===== src/assert_macros.svh =====
// ----------------------------------------------------------------------------
// assert_macros.svh
// assertion helpers used by the cycle counter rtl
// ----------------------------------------------------------------------------
`ifndef ASSERT_MACROS_SVH
`define ASSERT_MACROS_SVH

// same-cycle implication
`define SCC_ASSERT_IMP(lbl, ante, cons, msg) \
    lbl: assert property (@(posedge i_clk) disable iff (!i_rst_n) (ante) |-> (cons)) \
        else $error(msg);

// next-cycle implication
`define SCC_ASSERT_NXT(lbl, ante, cons, msg) \
    lbl: assert property (@(posedge i_clk) disable iff (!i_rst_n) (ante) |=> (cons)) \
        else $error(msg);

`endif


===== src/scc_pkg.sv =====
// ----------------------------------------------------------------------------
// scc_pkg
// types and constants of the simple cycle counter
// ----------------------------------------------------------------------------
package scc_pkg;

    localparam int CNT_W  = 64;
    localparam int OUT_W  = 63;
    localparam int VTX_W  = 4;
    localparam int CFG_W  = 4;

    localparam logic [CFG_W-1:0] NV_RESET     = 4'd12;
    localparam logic             MODE_EDGE    = 1'b0;
    localparam logic             MODE_COMPUTE = 1'b1;

    typedef enum logic [8:0] {
        S_IDLE  = 9'b000000001,
        S_SET   = 9'b000000010,
        S_J     = 9'b000000100,
        S_ACC   = 9'b000001000,
        S_DRAIN = 9'b000010000,
        S_WRITE = 9'b000100000,
        S_TOTAL = 9'b001000000,
        S_DONE  = 9'b010000000,
        S_HOLD  = 9'b100000000
    } t_state;

    // controls of the shared accumulate unit
    typedef struct packed {
        logic clr_sum;
        logic one_sum;
        logic add_rd;
        logic add_total;
        logic clr_total;
    } t_acc_ctl;

endpackage


===== src/scc_acc.sv =====
// ----------------------------------------------------------------------------
// scc_acc
// shared 64-bit adder with the path sum and cycle total accumulators
// ----------------------------------------------------------------------------
module scc_acc (
    input  logic                       i_clk,
    input  logic                       i_rst_n,
    input  scc_pkg::t_acc_ctl          i_ctl,
    input  logic [scc_pkg::CNT_W-1:0]  i_rdata,
    output logic [scc_pkg::CNT_W-1:0]  o_sum,
    output logic [scc_pkg::CNT_W-1:0]  o_total
);

    logic [scc_pkg::CNT_W-1:0] r_sum;
    logic [scc_pkg::CNT_W-1:0] n_sum;
    logic [scc_pkg::CNT_W-1:0] r_total;
    logic [scc_pkg::CNT_W-1:0] n_total;
    logic [scc_pkg::CNT_W-1:0] w_op_a;
    logic [scc_pkg::CNT_W-1:0] w_op_b;
    logic [scc_pkg::CNT_W-1:0] w_add;

    assign w_op_a = i_ctl.add_total ? r_total : r_sum;
    assign w_op_b = i_ctl.add_total ? r_sum : i_rdata;
    assign w_add  = w_op_a + w_op_b;

    always_comb begin
        n_sum   = r_sum;
        n_total = r_total;
        if (i_ctl.clr_sum) begin
            n_sum = '0;
        end else if (i_ctl.one_sum) begin
            n_sum = scc_pkg::CNT_W'(1);
        end else if (i_ctl.add_rd) begin
            n_sum = w_add;
        end
        if (i_ctl.clr_total) begin
            n_total = '0;
        end else if (i_ctl.add_total) begin
            n_total = w_add;
        end
    end

    always_ff @(posedge i_clk) begin
        r_sum <= n_sum;
        if (!i_rst_n) begin
            r_total <= '0;
        end else begin
            r_total <= n_total;
        end
    end

    assign o_sum   = r_sum;
    assign o_total = r_total;

endmodule


===== config.mk =====
export PLATFORM = sky130hd
export DESIGN_NAME = scc_acc
export DESIGN_NICKNAME = d
export VERILOG_FILES = /design/src/assert_macros.svh /design/src/scc_pkg.sv /design/src/scc_acc.sv
export SDC_FILE = /design/constraint.sdc
export NUM_CORES = 1
export LEC_CHECK = 0
export ABC_AREA = 1
export BUFFER_PORTS_ARGS = -buffer_cell sky130_fd_sc_hd__clkbuf_2
export CAP_MARGIN = 0
export CORE_MARGIN = 5
export CORE_UTILIZATION = 51
export DETAILED_ROUTE_END_ITERATION = 8
export GPL_ROUTABILITY_DRIVEN = 0
export GPL_TIMING_DRIVEN = 1
export PLACE_DENSITY = 0.76
export REMOVE_ABC_BUFFERS = 1
export SYNTH_ARGS = -nofsm -noshare
export SYNTH_HDL_FRONTEND = slang
export SYNTH_SLANG_ARGS = --single-unit

===== constraint.sdc =====
create_clock -name i_clk -period 2.7 [get_ports i_clk]
set_input_delay 0.54 -clock i_clk [delete_from_list [all_inputs] [get_ports i_clk]]
set_output_delay 0.54 -clock i_clk [all_outputs]
set_load 0.005 [all_outputs]

Word-level counts from Yosys, hierarchy flattened

Cells that the tools add are included.

Logic and storage cells: 12
Register bits: 128
Bits of input ports: 71
Output and inout bits: 128

Add/subtract/negate cells: 1
Muxes and demuxes: 4
Reductions and logical operators: 3
Bitwise gates (word level): 1

Operators by type and width:

| cell               | number |
|---|---|
| $mux W64           | 2 |
| $add A64 B64 Y64   | 1 |
| $reduce_or A2 Y1   | 2 |
| $mux W1            | 2 |
| $reduce_bool A2 Y1 | 1 |
| $not A1 Y1         | 1 |

Depth between registers and ports, before layout

Gate-level depths: netlist of the first run.

Depth in word-level cells: 4
Gate-level depth with buffers: 23
Mapped depth without buffers: 20

Worst setup path after synthesis of the first run

OpenSTA, ideal clock, no wires.

Path kind: input to register
Start point: input i_ctl[1] (netlist name)
End point: register r_sum (netlist bit o_sum[48])
Buffers on the path: 3
Arrival: 2.784 ns
Slack: -0.193 ns
Required time: 2.591 ns
Stages: 19
Cell sequence: buf_2 buf_1 buf_1 nand2_1 nand2_1 ha_1 fa_1 nand3_1 nand3_1 nand2_1 nand2_1 nand2_1 nand2_1 nand3_1 nand3_1 nand2_1 nand3_1 nand2_1 inv_1

Word-level cells in the longest chain between the ends: 2

RTL lines:

| item                               | RTL line                     | source |
|---|---|---|
| start, declared                    | scc_acc.sv:8                 | `input scc_pkg::t_acc_ctl i_ctl,` |
| $mux W64, on equally long branches | scc_acc.sv:22, scc_acc.sv:23 |  |
| $add A64 B64 Y64 (*)               | scc_acc.sv:24                | `assign w_add = w_op_a + w_op_b;` |
| end signal, assigned               | scc_acc.sv:44                | `r_sum <= n_sum;` |
| end, declared                      | scc_acc.sv:14                | `logic [scc_pkg::CNT_W-1:0] r_sum;` |

Mark *: on every way between the ends. The rest lies on a longest branch, timed or not.
A chain may end at the register's enable or synchronous reset.

Worst setup path in the final report of the first run

Start point: input i_ctl[1] (netlist name)
End point: register r_total (netlist bit o_total[31])

Word-level cells in the longest chain between the ends: 2

RTL lines:

| item                               | RTL line                     | source |
|---|---|---|
| $mux W64, on equally long branches | scc_acc.sv:22, scc_acc.sv:23 |  |
| $add A64 B64 Y64                   | scc_acc.sv:24                |  |
| end signal, assigned               | scc_acc.sv:48                | `r_total <= n_total;` |
| end, declared                      | scc_acc.sv:16                | `logic [scc_pkg::CNT_W-1:0] r_total;` |

Several ways; a longest one is shown, not always the timed one.

==> results of run 1 <==
cells by family (layout without fill, tap and decap cells):
family	count (synthesis)	after routing	share of synthesized area (%)
simple gates	1203	1203	40.5
buf+inv	575	919	17.8
xor+xnor	29	29	2.09
flops	128	128	21.1
fa+ha+maj	64	64	6.64
compound gates	287	287	12.0
cells in the final DEF (no fill, tap or decap), types with 13 or more instances in the layout:
master / netlist / layout
nand2_1: 788 / 769
xor2_1: 24 / 24
nor2_1: 218 / 202
clkbuf_16: 0 / 19
ha_1: 63 / 59
nand4_1: 13 / 13
buf_4: 0 / 168
nand2_2: 16 / 34
clkbuf_2: 0 / 197
o21ai_0: 174 / 166
a21oi_1: 106 / 99
inv_1: 499 / 498
nor2_2: 14 / 26
dfxtp_1: 128 / 128
nand3_1: 124 / 122
cell usage after synthesis, types with 3 or more instances:
master | instances | share of area [%]
nor2_2 | 14 | 0.72
o21bai_1 | 3 | 0.19
o21ai_0 | 174 | 7.2
xnor2_1 | 5 | 0.36
xor2_1 | 24 | 1.7
buf_1 | 8 | 0.25
clkinv_1 | 4 | 0.12
nand2_1 | 788 | 24
inv_2 | 3 | 0.093
nor4_2 | 3 | 0.31
ha_1 | 63 | 6.5
nand4_1 | 13 | 0.67
buf_2 | 6 | 0.25
inv_1 | 499 | 15
nor3_1 | 9 | 0.37
nand2_2 | 16 | 0.82
nand3_1 | 124 | 5.1
nand3_2 | 9 | 0.74
nor2_1 | 218 | 6.7
a21oi_1 | 106 | 4.4
clkbuf_1 | 55 | 1.7
dfxtp_1 | 128 | 21
through the flow:
stage                     util (%)  area (um^2)  setup WS, ns  hold slack [ns]  cells
after floorplan                  -        11900         -1.54            0.470   2217
after global placement        62.8        14800        -0.290            0.472   2908
after detailed placement      62.8        14800        -0.328            0.475   2908
after CTS                     65.5        15400        0.0707            0.264   2940
after global routing          66.9        15700       -0.0362            0.272   2949
final                         66.9        15700        0.0845            0.265   2949
registers in the layout, indices dropped and copies added, names as in the netlist:
| register | count |
|---|---|
| o_total | 64 |
| o_sum | 64 |
worst paths after layout:
| check | from | end | depth (start not counted) | slack [ns] |
|---|---|---|---|---|
| max | i_ctl[1] | o_total[31] | 17 | 0.08 |
| min | i_ctl[4] | o_sum[0] | 2 | 0.27 |
| max reg2reg | o_sum[0] | o_sum[30] | 15 | 0.22 |
| min reg2reg | o_total[0] | o_total[0] | 2 | 0.48 |
final cells by class:
type	count	area share [%]
inverters	506	12.2
flip-flops and latches	128	16.3
multi-input cells	1583	48.6
well taps	319	2.54
repair buffers	381	16.3
clock buffers	19	2.82
clock inverters	13	1.19
routing by layer:
metal	track usage [%]	up-vias
met5	0	-
met4	8.77	0
met3	5.57	84
met2	45.9	712
met1	40.9	6618
li1	-	7557
timing repair:
item / 4_1_cts / 5_1_grt
hold buffers: 0 / 0
resized for setup: 0 / 71
endpoints found under the setup margin: 0 / 63
buffers inserted: 0 / 7
worst max-delay path, delay by kind of cell:
kind | cells | cell delay, ns
compound gates | 3 | 0.58
xor+xnor | 1 | 0.16
fa+ha+maj | 1 | 0.37
buf+inv | 5 | 0.65
simple gates | 7 | 0.63
where the power goes:
group / total (W) / switching [W] / internal (W)
Clock: 0.00254 / 0.000972 / 0.00157
Sequential: 0.00205 / 0.0000667 / 0.00198
Combinational: 0.00173 / 0.00101 / 0.000712
==> metrics, run 1 <==
IO Count between 150 and 200; vias in the first global route 13,600; DR vias/cell 5.08; minimum clock period 2.62 ns; Starting Density between 50% and 60%; static leakage a little under 10 nW; routed wire length roughly 40,000 um; Fillers 2,169; CP Capture Type flop; Worst path max stage delay 0.37 ns; CTS Buffer Depth 2; maximum number of pins on one net before global-route repair 63; Post-Syn Area approximately 12,000 um^2; nets between 2,000 and 3,000; critical path, cell by cell buf_6, buf_12, buf_4, o21ai_0, ha_2, nand2_1, nand2_1, nand2_1, nand2_1, nand2_1, nand2_1, a21oi_1, nand2_4, xor2_1, buf_4, o21ai_0, inv_1; fmax around 0.38 GHz; synth-to-layout area growth 28.9%; wire length per cell between 10 and 15 um; Detailed Routing Iterations Pass 1 7; HP Class in2reg; Pins Over Slew Limit 0; clock sink count roughly 130; Ant. Diodes 0; initial antenna violation count 0; synth unique cells 33; met2 wire length between 15,000 and 20,000 um; unrepaired setup endpoints after global routing true; Power Dens Cells approximately 400 nW/um^2; WL met3 4180 um; FF/Latch Area ~2600 um^2; top_reg_cell synth dfxtp_1; Yosys reg bits 128; full die area approximately 27,000 um^2; combined area of the multi-input logic cells roughly 7600 um^2; sequential-to-total area share from yosys stat approximately a fifth; I/O Buffers around 200; worst slew pin tran approximately 0.56 ns; Setup CP Type in2reg; GR Overflow Total 0; Post-synth EDFFs 0; Yosys warning count 0; post-synthesis cell count between 2,000 and 2,500; Setup crit start kind input pin; CP Max Fanout 26; number of max-cap violations 0; setup TNS 0 ns; Die Y ~160 um; total number of vias 15,000; Rel. slew slack between 60% and 70%; # DRC 0; Core ar. 23,500 um^2; most used cell, CP nand2_1; syn_area_per_cell 5.32 um^2; die span in x roughly 160 um; crit share post-route between 90% and 100%; final setup vio count 0; cts bufs inserted 17; hpwl dp about 32,000 um; Reg clk slew, reported paths roughly 0.060 ns; clk root buf clkbuf_16; Peak VDD IR about 0.41 mV; Clock Latency Late Sink between 0.4 and 0.5 ns; ratio of cells with drive above 1 in the final layout between 10% and 20%; CTS tree yes; critical path required time just over 3 ns; DR top layer met4; crit path DAT between 2 and 3 ns; sum of routed wire segments on met1 18,400 um; antenna-violating nets left 0; GRT Util Overall between 20 and 30%; first-pass GRT wire length between 60,000 and 70,000 um; ys async rst share 0%; clock skew 0.0116 ns; H-tree depth 4; Max stage delay cell, worst path ha_2; Final Power roughly 0.0063 W; Row Count 56; DRT iter0 DRCs 1,851; Hold Vio Cnt, Final 0; status complete, no violations
(Power assumes the default switching activity.)
==> run 2: changes to the inputs <==
--- a/config.mk
+++ b/config.mk
@@ -6,7 +6,7 @@
 export NUM_CORES = 1
 export LEC_CHECK = 0
 export ABC_AREA = 1
-export BUFFER_PORTS_ARGS = -buffer_cell sky130_fd_sc_hd__clkbuf_2
+export BUFFER_PORTS_ARGS = -buffer_cell sky130_fd_sc_hd__buf_2
 export CAP_MARGIN = 0
 export CORE_MARGIN = 5
 export CORE_UTILIZATION = 51
==> run 2 against run 1 <==
Wire length rose by 5.0%. Cell area up 0.25%. Die area is the same. Core utilization grew 0.17 points. Register-to-register slack worse by 0.04 ns. Combinational power hardly changed. Clock skew down 0.0019 ns. First-iteration DRC count decreased by 8.3%. Flip-flop and latch count stayed put. Critical path depth grew 5. Setup slack got worse by 0.0092 ns. Critical path type unchanged.
==> metrics, run 2 (synthesis results as in run 1) <==
Die Y 164 um (unchanged); first-pass GRT wire length 66,600 um (+3.0%); GR Overflow Total 0 (unchanged); CTS Buffer Depth 2 (unchanged); most common cell after layout, fill and taps aside nand2_1; worst r2r dst o_sum[23]; GRT Util Overall 30.3% (+1.0 points); Clock Latency Late Sink 0.43 ns (about the same); Rel. slew slack 62.8% (-0.16 points); clock sink count 128 (unchanged); I/O Buffers 198 (unchanged); static leakage 9.77 nW (+1.3%); IO Count 199 (unchanged); Post-CTS Hold Buffers 0 (unchanged); status complete, no violations; crit share post-route 97.2% (+0.34 points); # DRC 0 (unchanged); hold path depth 2 (unchanged); Detailed Routing Iterations Pass 1 6 (-1); DR vias/cell 5.15 (+1.5%); Comb power frac 27.7% (+0.4 points); hpwl dp 32,900 um (+2.9%); CP Max Fanout 17 (-35%); H-tree depth 4 (unchanged); Pins Over Slew Limit 0 (unchanged); Hold Path Origin i_ctl[4]; vias in the first global route 13,800 (+1.8%); Setup crit start kind input pin; reg-to-reg slack, setup 0.18 ns (-0.04 ns); antenna-violating nets left 0 (unchanged); initial antenna violation count 0 (unchanged); number of max-cap violations 0 (unchanged); critical path required time 3.03 ns (about the same); die span in x 164 um (unchanged); unrepaired setup endpoints after global routing true; total number of vias 15,300 (+1.9%); HP Class in2reg; minimum clock period 2.62 ns (+0.00919 ns); Worst R2R Path Depth 16 (+1); worst r2r src o_sum[21]; worst slew pin tran 0.558 ns (+0.00235 ns); CP Capture Type flop; full die area 27,100 um^2 (unchanged); final setup vio count 0 (unchanged); DRT iter0 DRCs 1,698 (-8.3%); pre-CTS setup slack -0.396 ns (-0.0680 ns); Setup CP Type in2reg; Flop pwr share 32.2% (-0.2 points); Core ar. 23,500 um^2 (unchanged); switch share 32.7% (+0.24 points); crit path DAT 2.96 ns (+0.02 ns); ratio of cells with drive above 1 in the final layout 19.8% (+0.15 points); cts bufs inserted 17 (unchanged); Hold Vio Cnt, Final 0 (unchanged); Reg clk slew, reported paths 0.06 ns (about the same); wire length per cell 14.6 um (+4.6%); clk root buf clkbuf_16; Row Count 56 (unchanged); maximum number of pins on one net before global-route repair 58 (-7.9%); synth-to-layout area growth 29.3%; final worst slack 0.0753 ns (-0.00919 ns); Peak VDD IR 0.319 mV (-23%); Non-Filler Instances 2,960 (+0.37%); Ant. Diodes 0 (unchanged); clock skew 0.00970 ns (-0.00193 ns); nets 2,763 (+0.40%); Internal 0.00428 W (+0.30%); most frequent cells in the layout nand2_1 (769), inv_1 (498), nor2_1 (209); Switch Pwr 0.00208 W (+1.4%); fmax 0.381 GHz (-0.35%); Inst Count DP 2,919 (+0.38%); CTS tree yes; routed wire length 43,200 um (+5.0%); Starting Density 51.9% (unchanged); Hold Crit Endpoint o_sum[0]; clock group share of total power 40.1% (about the same); Power Dens Cells 404 nW/um^2 (+0.40%)
-- run 2: cell types whose count changed in the layout (fill, tap and decap cells not counted), moves of 2 or more --
cell | before | now
a21oi_2 | 7 | 5
clkbuf_2 | 197 | 0
buf_12 | 10 | 6
buf_4 | 168 | 177
buf_6 | 2 | 9
nand3_2 | 10 | 14
nand3_1 | 122 | 118
buf_2 | 0 | 197
nor2_2 | 26 | 19
nor2_1 | 202 | 209
a21oi_1 | 99 | 101
-- run 2: through the flow --
stage | setup TNS (ns) | power, W | cell area, um^2 | utilization (%) | hold slack, ns
finish | 0 | 0.00636 | 15700 | 67.0 | 0.268
global route | -0.846 | 0.00667 | 15700 | 67.0 | 0.273
CTS | 0 | 0.00627 | 15400 | 65.7 | 0.263
detailed placement | -27.75 | 0.00373 | 14800 | 63.0 | 0.475
global placement | -23.05 | 0.00370 | 14800 | 63.0 | 0.469
floorplan | -177.92 | 0.00299 | 11900 | - | 0.470
-- run 2: layout make-up --
cell class | instances | area [um^2]
flip-flops and latches | 128 | 2560
multi-input cells | 1583 | 7620
repair buffers | 392 | 2610
clock buffers | 19 | 443
inverters | 506 | 1910
fillers | 2140 | 7740
clock inverters | 13 | 186
well taps | 319 | 399
-- run 2: routing by layer --
layer  part of all wire (%)  global-route usage (%)  vias up
met3                     10                    6.04       95
met5                      0                       0        -
met2                     42                    47.2      795
met4                    3.0                    9.64        0
met1                     44                    42.2     6807
li1                       -                       -     7553
-- run 2: worst max-delay path by stage --
stage,from,to,slack (ns),cells past startpoint
finish,i_ctl[1],o_sum[38],0.08,22
global placement,i_ctl[1],o_sum[59],-0.33,18
global route,i_ctl[1],o_sum[63],-0.07,20
CTS,i_ctl[1],o_sum[58],0.05,16
detailed placement,i_ctl[1],o_sum[58],-0.40,16
floorplan,i_ctl[1],o_sum[31],-1.54,14
-- run 2: critical path: stages --
cell	delay, ns
buf_6	0.11
buf_6	0.21
buf_6	0.20
nand2_1	0.07
o21ai_0	0.11
ha_1	0.35
nand2_2	0.13
inv_1	0.05
nand2_1	0.09
nand2_1	0.08
nand2_1	0.06
nand2_1	0.08
buf_4	0.14
nand2_1	0.05
nand2_1	0.10
buf_4	0.15
inv_1	0.06
nand2_1	0.06
nand2_1	0.09
nand3_1	0.08
nand2_1	0.10
inv_1	0.04
-- run 2: power by group through the flow --
| stage | Combinational [W] | Sequential, W | Clock (W) |
|---|---|---|---|
| after floorplan | 0.000903 | 0.00208 | 0 |
| after global placement | 0.00162 | 0.00208 | 0 |
| after detailed placement | 0.00165 | 0.00209 | 0 |
| after CTS | 0.00166 | 0.00205 | 0.00256 |
| after global routing | 0.00195 | 0.00206 | 0.00266 |
| final | 0.00176 | 0.00205 | 0.00255 |
-- run 2: what timing repair did --
action,in CTS,in global routing
resized for setup,0,70
endpoints found under the setup margin,0,87
setup buffers,0,7
